==> src/hw/rtl/isfd_pkg.sv <==
`default_nettype none
// ----------------------------------------------------------------------------
// isfd_pkg: shared types and constants
// Sample, folded pair-sum and queue word types for the I/Q FIR decimator.
// ----------------------------------------------------------------------------
package isfd_pkg;

  localparam int TAP_COUNT  = 16;
  localparam int PAIR_COUNT = TAP_COUNT / 2;
  localparam int PAIR_W     = $clog2(PAIR_COUNT);
  localparam int BYTE_W     = 8;
  localparam int SAMPLE_W   = 9;   // 2*b-255 in -255..255
  localparam int SUM_W      = 10;  // sum of two samples
  localparam int OUT_W      = 28;
  localparam int Q_DEPTH    = 2;
  localparam int Q_PTR_W    = $clog2(Q_DEPTH);
  localparam int Q_CNT_W    = $clog2(Q_DEPTH + 1);
  localparam int APB_DATA_W = 32;
  localparam int APB_ADDR_W = PAIR_W + 2;

  typedef logic signed [SAMPLE_W-1:0] sample_t;
  typedef logic signed [SUM_W-1:0]    pair_t;

  // one queue word: folded tap pairs of both channels at a decimation point
  typedef struct packed {
    pair_t [PAIR_COUNT-1:0] i_pair;
    pair_t [PAIR_COUNT-1:0] q_pair;
  } entry_t;

  typedef struct packed {
    logic full;
    logic nempty;
  } q_status_t;

endpackage

`default_nettype wire

==> src/hw/rtl/isfd_cfg.sv <==
`default_nettype none
// ----------------------------------------------------------------------------
// isfd_cfg: coefficient register file
// APB-style slave holding the eight folded-pair coefficients.
// ----------------------------------------------------------------------------
module isfd_cfg #(
  parameter int COEF_WIDTH = 16
) (
  input  wire logic                                     clk,
  input  wire logic                                     rst,
  input  wire logic                                     psel,
  input  wire logic                                     penable,
  input  wire logic                                     pwrite,
  input  wire logic [isfd_pkg::APB_ADDR_W-1:0]          paddr,
  input  wire logic [isfd_pkg::APB_DATA_W-1:0]          pwdata,
  output logic      [isfd_pkg::APB_DATA_W-1:0]          prdata,
  output logic                                          pready,
  output logic [isfd_pkg::PAIR_COUNT-1:0][COEF_WIDTH-1:0] coef
);

  logic [isfd_pkg::PAIR_W-1:0] reg_idx;
  logic                        wr_en;

  assign pready  = 1'b1;
  assign reg_idx = paddr[isfd_pkg::APB_ADDR_W-1:2];
  assign wr_en   = psel & penable & pwrite & pready;

  always_ff @(posedge clk) begin
    if (rst) begin
      coef <= '0;
    end else if (wr_en) begin
      coef[reg_idx] <= pwdata[COEF_WIDTH-1:0];
    end
  end

  // reads return the coefficient sign-extended to the bus width
  assign prdata = isfd_pkg::APB_DATA_W'($signed(coef[reg_idx]));

endmodule

`default_nettype wire

==> src/hw/rtl/isfd_front.sv <==
`default_nettype none
// ----------------------------------------------------------------------------
// isfd_front: input stage
// Converts byte pairs to samples, runs the delay lines and the phase count,
// and pushes folded pair sums into the queue at each decimation point.
// ----------------------------------------------------------------------------
module isfd_front #(
  parameter int DECIMATION = 8
) (
  input  wire logic                          clk,
  input  wire logic                          rst,
  input  wire logic                          in_valid,
  output logic                               in_stall,
  input  wire logic [isfd_pkg::BYTE_W-1:0]   i_byte,
  input  wire logic [isfd_pkg::BYTE_W-1:0]   q_byte,
  input  wire isfd_pkg::q_status_t           q_stat,
  output logic                               push,
  output isfd_pkg::entry_t                   push_entry
);

  localparam int PH_W = (DECIMATION > 1) ? $clog2(DECIMATION) : 1;
  localparam logic [PH_W-1:0] PH_LAST = PH_W'(DECIMATION - 1);

  isfd_pkg::sample_t i_line      [isfd_pkg::TAP_COUNT];
  isfd_pkg::sample_t q_line      [isfd_pkg::TAP_COUNT];
  isfd_pkg::sample_t i_line_next [isfd_pkg::TAP_COUNT];
  isfd_pkg::sample_t q_line_next [isfd_pkg::TAP_COUNT];
  isfd_pkg::sample_t i_sample;
  isfd_pkg::sample_t q_sample;
  logic [PH_W-1:0]   phase;
  logic              accept;
  logic [isfd_pkg::SUM_W-1:0] i_twice;
  logic [isfd_pkg::SUM_W-1:0] q_twice;

  // conservative: hold off whenever the queue is full
  assign in_stall = q_stat.full;
  assign accept   = in_valid & ~q_stat.full;

  // 2*b - 255 fits in 9 bits, so the low bits of the 10-bit difference are exact
  assign i_twice  = {1'b0, i_byte, 1'b0} - isfd_pkg::SUM_W'(255);
  assign q_twice  = {1'b0, q_byte, 1'b0} - isfd_pkg::SUM_W'(255);
  assign i_sample = $signed(i_twice[isfd_pkg::SAMPLE_W-1:0]);
  assign q_sample = $signed(q_twice[isfd_pkg::SAMPLE_W-1:0]);

  always_comb begin
    for (int k = 0; k < isfd_pkg::TAP_COUNT - 1; k++) begin
      i_line_next[k] = i_line[k+1];
      q_line_next[k] = q_line[k+1];
    end
    i_line_next[isfd_pkg::TAP_COUNT-1] = i_sample;
    q_line_next[isfd_pkg::TAP_COUNT-1] = q_sample;
  end

  // fold tap k with tap 15-k on the line as it stands after this word
  always_comb begin
    for (int k = 0; k < isfd_pkg::PAIR_COUNT; k++) begin
      push_entry.i_pair[k] = isfd_pkg::SUM_W'(i_line_next[k])
                           + isfd_pkg::SUM_W'(i_line_next[isfd_pkg::TAP_COUNT-1-k]);
      push_entry.q_pair[k] = isfd_pkg::SUM_W'(q_line_next[k])
                           + isfd_pkg::SUM_W'(q_line_next[isfd_pkg::TAP_COUNT-1-k]);
    end
  end

  assign push = accept && (phase == PH_LAST);

  always_ff @(posedge clk) begin
    if (rst) begin
      phase <= '0;
      for (int k = 0; k < isfd_pkg::TAP_COUNT; k++) begin
        i_line[k] <= '0;
        q_line[k] <= '0;
      end
    end else if (accept) begin
      phase  <= (phase == PH_LAST) ? '0 : phase + 1'b1;
      i_line <= i_line_next;
      q_line <= q_line_next;
    end
  end

endmodule

`default_nettype wire

==> src/hw/rtl/isfd_queue.sv <==
`default_nettype none
// ----------------------------------------------------------------------------
// isfd_queue: pair-sum queue
// Two-entry FIFO between the input stage and the MAC sequencer.
// ----------------------------------------------------------------------------
module isfd_queue (
  input  wire logic                  clk,
  input  wire logic                  rst,
  input  wire logic                  push,
  input  wire isfd_pkg::entry_t      push_entry,
  input  wire logic                  pop,
  output isfd_pkg::entry_t           head,
  output isfd_pkg::q_status_t        q_stat
);

  isfd_pkg::entry_t              mem [isfd_pkg::Q_DEPTH];
  logic [isfd_pkg::Q_PTR_W-1:0]  wr_ptr;
  logic [isfd_pkg::Q_PTR_W-1:0]  rd_ptr;
  logic [isfd_pkg::Q_CNT_W-1:0]  count;

  always_ff @(posedge clk) begin
    if (push) begin
      mem[wr_ptr] <= push_entry;
    end
  end

  always_ff @(posedge clk) begin
    if (rst) begin
      wr_ptr <= '0;
      rd_ptr <= '0;
      count  <= '0;
    end else begin
      if (push) wr_ptr <= wr_ptr + 1'b1;
      if (pop)  rd_ptr <= rd_ptr + 1'b1;
      case ({push, pop})
        2'b10:   count <= count + 1'b1;
        2'b01:   count <= count - 1'b1;
        default: count <= count;
      endcase
    end
  end

  assign head          = mem[rd_ptr];
  assign q_stat.full   = (count == isfd_pkg::Q_CNT_W'(isfd_pkg::Q_DEPTH));
  assign q_stat.nempty = (count != '0);

endmodule

`default_nettype wire

==> src/hw/rtl/isfd_back.sv <==
`default_nettype none
// ----------------------------------------------------------------------------
// isfd_back: MAC sequencer
// Walks the eight tap pairs of the head queue word, one multiply per channel
// per cycle unless a held output freezes it, accumulates and loads the output register.
// ----------------------------------------------------------------------------
module isfd_back #(
  parameter int COEF_WIDTH = 16
) (
  input  wire logic                                         clk,
  input  wire logic                                         rst,
  input  wire isfd_pkg::entry_t                             head,
  input  wire isfd_pkg::q_status_t                          q_stat,
  input  wire logic [isfd_pkg::PAIR_COUNT-1:0][COEF_WIDTH-1:0] coef,
  output logic                                              pop,
  output logic                                              out_valid,
  input  wire logic                                         out_stall,
  output logic signed [isfd_pkg::OUT_W-1:0]                 i_out,
  output logic signed [isfd_pkg::OUT_W-1:0]                 q_out
);

  localparam int PROD_W = COEF_WIDTH + isfd_pkg::SUM_W;
  localparam int MUL_W  = (PROD_W > isfd_pkg::OUT_W) ? PROD_W : isfd_pkg::OUT_W;
  localparam logic [isfd_pkg::PAIR_W-1:0] IDX_LAST = isfd_pkg::PAIR_W'(isfd_pkg::PAIR_COUNT - 1);

  logic [isfd_pkg::PAIR_W-1:0]       idx;
  logic                              issue;
  logic                              advance;
  logic signed [COEF_WIDTH-1:0]      coef_sel;
  logic signed [MUL_W-1:0]           mul_i;
  logic signed [MUL_W-1:0]           mul_q;
  logic signed [isfd_pkg::OUT_W-1:0] prod_i;
  logic signed [isfd_pkg::OUT_W-1:0] prod_q;
  logic                              prod_v;
  logic                              prod_first;
  logic                              prod_last;
  logic signed [isfd_pkg::OUT_W-1:0] acc_i;
  logic signed [isfd_pkg::OUT_W-1:0] acc_q;
  logic signed [isfd_pkg::OUT_W-1:0] sum_i;
  logic signed [isfd_pkg::OUT_W-1:0] sum_q;

  // whole pipe freezes only when a finished sum has nowhere to go
  assign advance = ~(prod_v & prod_last & out_valid & out_stall);
  assign issue   = q_stat.nempty & advance;
  assign pop     = issue & (idx == IDX_LAST);

  assign coef_sel = $signed(coef[idx]);
  assign mul_i    = MUL_W'(coef_sel) * MUL_W'($signed(head.i_pair[idx]));
  assign mul_q    = MUL_W'(coef_sel) * MUL_W'($signed(head.q_pair[idx]));

  assign sum_i = (prod_first ? '0 : acc_i) + prod_i;
  assign sum_q = (prod_first ? '0 : acc_q) + prod_q;

  always_ff @(posedge clk) begin
    if (rst) begin
      idx        <= '0;
      prod_v     <= 1'b0;
      prod_first <= 1'b0;
      prod_last  <= 1'b0;
    end else if (advance) begin
      prod_v <= issue;
      if (issue) begin
        idx        <= idx + 1'b1;
        prod_first <= (idx == '0);
        prod_last  <= (idx == IDX_LAST);
      end
    end
  end

  // products wrap to the output width, same as the final sum
  always_ff @(posedge clk) begin
    if (advance && issue) begin
      prod_i <= mul_i[isfd_pkg::OUT_W-1:0];
      prod_q <= mul_q[isfd_pkg::OUT_W-1:0];
    end
    if (advance && prod_v) begin
      acc_i <= sum_i;
      acc_q <= sum_q;
    end
    if (advance && prod_v && prod_last) begin
      i_out <= sum_i;
      q_out <= sum_q;
    end
  end

  always_ff @(posedge clk) begin
    if (rst) begin
      out_valid <= 1'b0;
    end else if (advance && prod_v && prod_last) begin
      out_valid <= 1'b1;
    end else if (!out_stall) begin
      out_valid <= 1'b0;
    end
  end

endmodule

`default_nettype wire

==> src/hw/rtl/iq_symmetric_fir_decimator.sv <==
`default_nettype none
// ----------------------------------------------------------------------------
// iq_symmetric_fir_decimator: 16-tap symmetric I/Q FIR, decimate by DECIMATION
// Offset-binary byte pairs in, one full-precision filtered pair out per
// DECIMATION input words.
// ----------------------------------------------------------------------------
// Input channel (in_valid/in_stall, i_byte/q_byte): one word per cycle is
// taken as long as the two-entry pair-sum queue has room. The input stage
// updates the delay lines on every word and, on each DECIMATION-th word,
// queues the eight folded tap-pair sums of both channels.
// MAC sequencer: one coefficient multiply per channel per cycle unless a held
// output freezes it; results are back to back while the queue holds words.
// The deciding word's pair sums pass the queue and the product registers into
// the output register. With DECIMATION >= 8 the input is never stalled unless
// the output is; with smaller DECIMATION the sequencer sets the input rate.
// Output channel (out_valid/out_stall, i_out/q_out): a registered result is
// held while out_stall is high; the sequencer freezes on its next finished
// sum, then the queue fills and in_stall rises.
// Reset clears delay lines, phase count, queue, coefficients and out_valid.
// Coefficients are written over APB at byte address 4*k; reads return them
// sign-extended.
// ----------------------------------------------------------------------------
module iq_symmetric_fir_decimator #(
  parameter int DECIMATION = 8,
  parameter int COEF_WIDTH = 16
) (
  input  wire logic                                 clk,
  input  wire logic                                 rst,
  input  wire logic                                 in_valid,
  output logic                                      in_stall,
  input  wire logic [isfd_pkg::BYTE_W-1:0]          i_byte,
  input  wire logic [isfd_pkg::BYTE_W-1:0]          q_byte,
  output logic                                      out_valid,
  input  wire logic                                 out_stall,
  output logic signed [isfd_pkg::OUT_W-1:0]         i_out,
  output logic signed [isfd_pkg::OUT_W-1:0]         q_out,
  input  wire logic                                 psel,
  input  wire logic                                 penable,
  input  wire logic                                 pwrite,
  input  wire logic [isfd_pkg::APB_ADDR_W-1:0]      paddr,
  input  wire logic [isfd_pkg::APB_DATA_W-1:0]      pwdata,
  output logic      [isfd_pkg::APB_DATA_W-1:0]      prdata,
  output logic                                      pready
);

  logic [isfd_pkg::PAIR_COUNT-1:0][COEF_WIDTH-1:0] coef;
  isfd_pkg::entry_t    push_entry;
  isfd_pkg::entry_t    head;
  isfd_pkg::q_status_t q_stat;
  logic                push;
  logic                pop;

  isfd_cfg #(
    .COEF_WIDTH (COEF_WIDTH)
  ) u_cfg (
    .clk     (clk),
    .rst     (rst),
    .psel    (psel),
    .penable (penable),
    .pwrite  (pwrite),
    .paddr   (paddr),
    .pwdata  (pwdata),
    .prdata  (prdata),
    .pready  (pready),
    .coef    (coef)
  );

  isfd_front #(
    .DECIMATION (DECIMATION)
  ) u_front (
    .clk        (clk),
    .rst        (rst),
    .in_valid   (in_valid),
    .in_stall   (in_stall),
    .i_byte     (i_byte),
    .q_byte     (q_byte),
    .q_stat     (q_stat),
    .push       (push),
    .push_entry (push_entry)
  );

  isfd_queue u_queue (
    .clk        (clk),
    .rst        (rst),
    .push       (push),
    .push_entry (push_entry),
    .pop        (pop),
    .head       (head),
    .q_stat     (q_stat)
  );

  isfd_back #(
    .COEF_WIDTH (COEF_WIDTH)
  ) u_back (
    .clk       (clk),
    .rst       (rst),
    .head      (head),
    .q_stat    (q_stat),
    .coef      (coef),
    .pop       (pop),
    .out_valid (out_valid),
    .out_stall (out_stall),
    .i_out     (i_out),
    .q_out     (q_out)
  );

`ifndef SYNTHESIS
  a_no_pop_empty: assert property (@(posedge clk) disable iff (rst)
    pop |-> q_stat.nempty)
    else $error("pair-sum queue popped while empty");

  a_no_push_full: assert property (@(posedge clk) disable iff (rst)
    push |-> !q_stat.full)
    else $error("pair-sum queue pushed while full");

  a_reset_idle: assert property (@(posedge clk)
    rst |=> !out_valid && !q_stat.nempty)
    else $error("output or queue not idle after reset");
`endif

endmodule

`default_nettype wire

==> config.mk <==
export PLATFORM = sky130hd
export DESIGN_NAME = iq_symmetric_fir_decimator
export DESIGN_NICKNAME = d
export VERILOG_FILES = /design/src/hw/rtl/isfd_pkg.sv /design/src/hw/rtl/isfd_cfg.sv /design/src/hw/rtl/isfd_front.sv /design/src/hw/rtl/isfd_queue.sv /design/src/hw/rtl/isfd_back.sv /design/src/hw/rtl/iq_symmetric_fir_decimator.sv
export SDC_FILE = /design/constraint.sdc
export NUM_CORES = 2
export LEC_CHECK = 0
export BUFFER_PORTS_ARGS = -buffer_cell sky130_fd_sc_hd__clkbuf_2
export CORE_ASPECT_RATIO = 1.4
export CORE_UTILIZATION = 25
export CTS_BUF_LIST = sky130_fd_sc_hd__clkbuf_4 sky130_fd_sc_hd__clkbuf_8
export DETAILED_ROUTE_END_ITERATION = 16
export PLACE_DENSITY = 0.42
export REMOVE_ABC_BUFFERS = 1
export SETUP_SLACK_MARGIN = 0.15
export SYNTH_ARGS = -nofsm -noshare
export SYNTH_HDL_FRONTEND = slang
export SYNTH_SLANG_ARGS = --single-unit
export TNS_END_PERCENT = 50
==> constraint.sdc <==
create_clock -name clk -period 7.6 [get_ports clk]
set_input_delay 0.38 -clock clk [delete_from_list [all_inputs] [get_ports clk]]
set_output_delay 0.38 -clock clk [all_outputs]
set_load 0.02 [all_outputs]
# [After elaboration in Yosys (flattened, before gate mapping)]
# Memory sizes are Yosys's and may differ from the RTL's. A register that Yosys moved wholly into a read port is not among the register bits.
# Cells that the tools add are included.
[totals] in_bits=60 mem_count=1 ff_bits=580 mem_bits_rw=320 wordCells=131 out_inout_bits=91
[memory_table] memory="u_queue.mem" depth=2 word_bits=160 read_ports=1 rd_ports_with_merged_regs=1 wr=1 line="isfd_queue.sv:16" text="isfd_pkg::entry_t mem [isfd_pkg::Q_DEPTH];"
[classes] add_sub_neg=26 eq_ne=6 order_cmp=3 mul=2 n_reduce_logical=9 n_bitwise=10 mux=21
[ops] operator="9-bit by 9-bit adder with 10-bit output" n=16
[ops] operator="128-bit bitwise mux" n=1
[ops] operator="16-bit binary-select mux with 3-bit select" n=2
[ops] operator="10-bit binary-select mux with 3-bit select" n=2
[ops] operator="28-bit adder" n=2
[ops] operator="28-bit 2-to-1 mux" n=2
[ops] operator="16-bit by 10-bit multiplier with 26-bit output" n=2
[ops] operator="16-bit demux with 3-bit select" n=1
[ops] operator="16-bit 2-to-1 mux" n=3
[ops] operator="10-bit 2-to-1 mux" n=2
[ops] operator="9-bit by 8-bit subtractor with 9-bit output (second input constant)" n=2
[ops] operator="1-bit AND" n=8
[ops] operator="3-bit by 4-bit less-than comparator with 1-bit output (second input constant)" n=2
[ops] operator="3-bit by 1-bit adder with 3-bit output (second input constant)" n=2
[ops] operator="3-bit == test (second input constant)" n=2
[ops] operator="1-bit 2-to-1 mux" n=6
[ops] operator="1-bit logical AND" n=5
[ops] operator="2-bit == test (second input constant)" n=2
[ops] operator="2-bit one-hot mux with 2 select lines" n=1
[ops] operator="2-bit nonzero test" n=2
[ops] operator="3-bit by 1-bit >= comparator with 1-bit output (second input constant)" n=1
[ops] operator="3-bit logical NOT" n=1
[ops] operator="3-bit 2-to-1 mux" n=1
[ops] operator="1-bit adder (second input constant)" n=2
[ops] operator="other kinds (6)" n=7

# [Longest topological paths before layout]
[logic_depth] ltp_word=8 mapped_depth=26 ltp_nobuf=23

# [By module]
# From an unflattened synthesis, not the netlist that was laid out.
[hier_totals] cells_unflattened=5018 hier_area_um2=54463.5
[modules_own_cells] mod="isfd_back" n_inst=1 area_each_um2=22023.6 cells_per_inst=2160 seq_area_each_um2=5064.9
[modules_own_cells] mod="isfd_front" n_inst=1 area_each_um2=13939.6 cells_per_inst=1789 seq_area_each_um2=5165.0
[modules_own_cells] mod="isfd_queue" n_inst=1 area_each_um2=12159.2 cells_per_inst=520 seq_area_each_um2=9709.3
[modules_own_cells] mod="isfd_cfg" n_inst=1 area_each_um2=6341.1 cells_per_inst=549 seq_area_each_um2=2562.5

# [Worst setup path after synthesis]
# No wires, ideal clock.
[synth_path] path_type="reg2reg" startpoint="register u_queue.count[0] in the netlist's numbering" endpoint="memory u_queue.mem[0][100] in the netlist's numbering (enable)" synth_period_minus_slack_ns=7.992 t_required_ns=6.934 t_arrival_ns=7.327 setup_time_ns=0.666 n_path_buf=1 path_stages_with_launch=6 setup_slack_ns=-0.392 path_cell_list="dfxtp_1 > nand2b_1 > and2_1 > clkbuf_1 > nand2_1 > nor2_1"
[synth_via] elab_chain_len=6
[synth_lines] element="start, declared" line="isfd_queue.sv:19" text="logic [isfd_pkg::Q_CNT_W-1:0] count;"
[synth_lines] element="start signal, assigned" line="isfd_queue.sv:36" text="2'b10: count <= count + 1'b1;"
[synth_lines] element="start signal, assigned" line="isfd_queue.sv:37" text="2'b01: count <= count - 1'b1;"
[synth_lines] element="start signal, assigned" line="isfd_queue.sv:38" text="default: count <= count;"
[synth_lines] element="2-bit == test" line="isfd_queue.sv:44" text="assign q_stat.full = (count == isfd_pkg::Q_CNT_W'(isfd_pkg::Q_DEPTH));"
[synth_lines] element="1-bit inverter" line="isfd_front.sv:37" text="assign accept = in_valid & ~q_stat.full;"
[synth_lines] element="1-bit AND" line="isfd_front.sv:37"
[synth_lines] element="1-bit logical AND" line="isfd_front.sv:64" text="assign push = accept && (phase == PH_LAST);"
[synth_lines] element="1-bit 2-to-1 mux" line="isfd_queue.sv:22" text="if (push) begin"
[synth_lines] element="1-bit 2-to-1 mux (implied by the code)" line="isfd_queue.sv:23" text="mem[wr_ptr] <= push_entry;"
[synth_lines] element="end, declared" line="isfd_queue.sv:16"
# No other way between the ends.

==> run metrics <==
worst-case reg-to-reg path depth 21; Register Area 0.0220 mm^2; Netlist cell types 69; CTS sink cnt 865; Yosys reg bits 865; ratio of cells with drive above 1 in the final layout 12.4%; global-route wire length before repair 218,000 um; Hold Startpoint q_byte[7]; Hold/Removal Path Class input port to flop; Pwr Density 167 mW/mm^2; Site Rows 197; Yosys top cell area share 27.1%; Worst-Skew Late Latency 890 ps; critical path endpoint category flop; cts bufs inserted 150; CTS root buf clkbuf_8; netlist area before placement 0.0517 mm^2; reg2reg setup slack 560 ps; Leakage 23.5 nW; Startpoint Class flop; Nets 5,924; result of the run finished, final reports clean; relative slew slack 8.93%; Req. time, crit path 8210 ps; clock edge transition at the registers on the reported setup and hold paths 60 ps; max cap viols 0; DRC 0; Final Power 9.88 mW; largest family of logic cells by synthesized area adder cells; Fin. Hold Viols 0; worst setup margin 558 ps; sequential area share after synthesis 42.5%; yosys warns 0; Crit Path Category flop to flop; DR vias 36,000; worst slew pin tran 1360 ps; Initial Util 25.2%; # setup viols final 0; wire per inst 17.4 um; final slew viol count 0; initial DRC count 1,758; Compound-Gate Fraction of Synth Area 10.5%; DR pass1 iterations 5; final wirelength 140,000 um; global-route usage over all layers 13.5%; worst r2r dst u_back.prod_q[18]; largest net degree at the start of global routing 190; clock buffer depth 3; Die H 540 um; Place WS 346 ps; area leader, netlist edfxtp_1; vias in the first global route 37,800; hold path endpoint u_front.q_line[8]; grt total ovfl 0; Fin Setup TNS 0 ps; placer congestion estimate 0.788; Post-synth EDFFs 467; antenna violations before repair 12; Final period util 92.7%; CTS tree yes; CTS H-Tree Depth 4; IO buf count 131; Adder-Cell Fraction of Synth Area 19.1%; Core Region 0.206 mm^2; hold depth 3; RSZ-0062 raised after global routing no; Avg Vias per Cell 4.47; peak supply drop 0.124 mV; Routed Antenna Nets 0; Final min period 7040 ps; Avg Cell Area, Syn 10.2 um^2; IO Pins 151; ys flop type edfxtp_1; Layout fillers 21,600; die width 386 um; largest cells by area after synthesis edfxtp_1, dfxtp_1, fa_1; fmax 142 MHz; die area 0.209 mm^2; largest fanout on the critical path 14; Mapped Cells 5,067; Synth async-reset ratio 0%; post-synthesis xor/xnor area fraction 3.22%; final hold slack 320 ps; Setup Skew 38.7 ps; Synth Area in Simple Gates 13.0%; placed wire-length estimate 98,500 um; crit path DAT 7650 ps; multi-input logic area 0.0267 mm^2; P&R area growth vs syn 14.5%; post-synthesis mux area share 5.61%
==> area by class of cell <==
class	count	share of cell area, %
Multi-Input combinational cell	3420	45.0
Sequential cell	865	37.2
Tap cell	2686	5.67
Clock buffer	228	4.61
Timing Repair Buffer	283	3.40
Inverter	531	3.37
Clock inverter	47	0.765
Antenna cell	3	0.0127
==> registers in the layout, indices dropped and copies added (netlist names), named ones only <==
register,cells
u_back.acc_i,28
u_back.acc_q,28
u_back.i_out,28
u_back.idx,3
u_back.out_valid,1
u_back.prod_first,1
u_back.prod_i,25
u_back.prod_last,1
u_back.prod_q,26
u_back.prod_v,1
u_back.q_out,28
u_cfg.coef,128
u_front.i_line,120
u_front.phase,3
u_front.q_line,135
u_queue.count,2
u_queue.mem,304
u_queue.rd_ptr,1
u_queue.wr_ptr,1
==> placed cells by master, fill, tap and decap left out, drive strengths merged, types with 146 or more instances in the layout <==
| cell | instances |
|---|---|
| dfxtp | 398 |
| nand2 | 1042 |
| a21oi | 533 |
| nor2b | 146 |
| inv | 539 |
| ha | 317 |
| edfxtp | 467 |
| fa | 296 |
| xnor2 | 149 |
| clkbuf | 358 |
==> synth_stat cells (30+ instances only) <==
cell	instances
and2_1	35
nand2b_1	45
edfxtp_1	467
a21o_1	70
buf_4	34
a22oi_1	66
o21ai_0	118
a21oi_1	533
o21bai_1	30
xnor2_1	149
dfxtp_1	398
mux4_2	120
ha_1	317
nor2b_1	145
inv_1	530
nand2_1	1042
buf_2	31
xor2_1	41
clkbuf_1	169
nor2_1	133
fa_1	296
==> layer usage <==
metal / vias up / share of wire [%] / global-route usage (%)
li1: 17400 / - / -
met2: 626 / 52 / 24.9
met4: 14 / 2.8 / 4.54
met3: 254 / 3.4 / 2.08
met1: 17700 / 41 / 15.6
met5: - / 0.079 / 0
==> worst max-delay path, cell delays in order, from the launching register on <==
cell       delay, ps
dfxtp_4          470
buf_4            270
buf_4            230
mux4_2           610
mux4_2           580
and2_1           210
fa_1             540
inv_1             90
fa_1             540
inv_1             60
fa_1             450
fa_1             490
inv_1             50
fa_1             470
inv_1             40
ha_1             220
or3_1            400
o2111ai_1        360
a21boi_0         190
o21a_1           210
o211ai_1         150
o311ai_0         150
==> worst max-delay path by stage <==
stage | end | slack, ps | startpoint | depth (start not counted)
finish | u_back.prod_q[18] | 560 | flop | 21
global route | u_back.prod_q[26] | 220 | flop | 23
CTS | u_back.prod_q[26] | 370 | flop | 22
detailed placement | u_back.prod_q[18] | 350 | flop | 21
global placement | u_back.prod_q[18] | 270 | flop | 20
floorplan | u_queue.mem[0][100] | -5020 | u_queue.count[0] | 4
==> cells by family (layout without fill, tap and decap cells) <==
family                   after synthesis  after routing
AO/OA/AOI/OAI                        937            937
XOR/XNOR                             190            190
adder cells (fa/ha/maj)              613            613
buffers and inverters                782           1089
flip-flops                           865            865
multiplexers                         138            138
other                                  1              4
AND/OR/NAND/NOR                     1541           1541
==> per-stage QoR <==
| step | cells | instance area [um^2] | util [%] |
|---|---|---|---|
| after CTS | 8041 | 59100 | 28.7 |
| final | 8063 | 59200 | 28.8 |
| after detailed placement | 7723 | 55500 | 27.0 |
| after floorplan | 4816 | 50600 | - |
| after global placement | 7723 | 55500 | 27.0 |
| after global routing | 8063 | 59200 | 28.8 |
==> power breakdown <==
group          switching [mW]  leakage, nW  internal (mW)
clock                    2.06         1.69           2.52
sequential             0.0139         7.54           4.91
combinational           0.256         14.3          0.122
==> repair_timing <==
| action | 4_1_cts | 5_1_grt |
|---|---|---|
| gates resized for setup | 0 | 1 |
| setup endpoints to repair | 0 | 5 |
| hold endpoints to repair | 296 | 0 |
| buffers inserted | 0 | 19 |
| hold buffers | 43 | 0 |
Note: power is estimated with default switching activity, not from simulation.
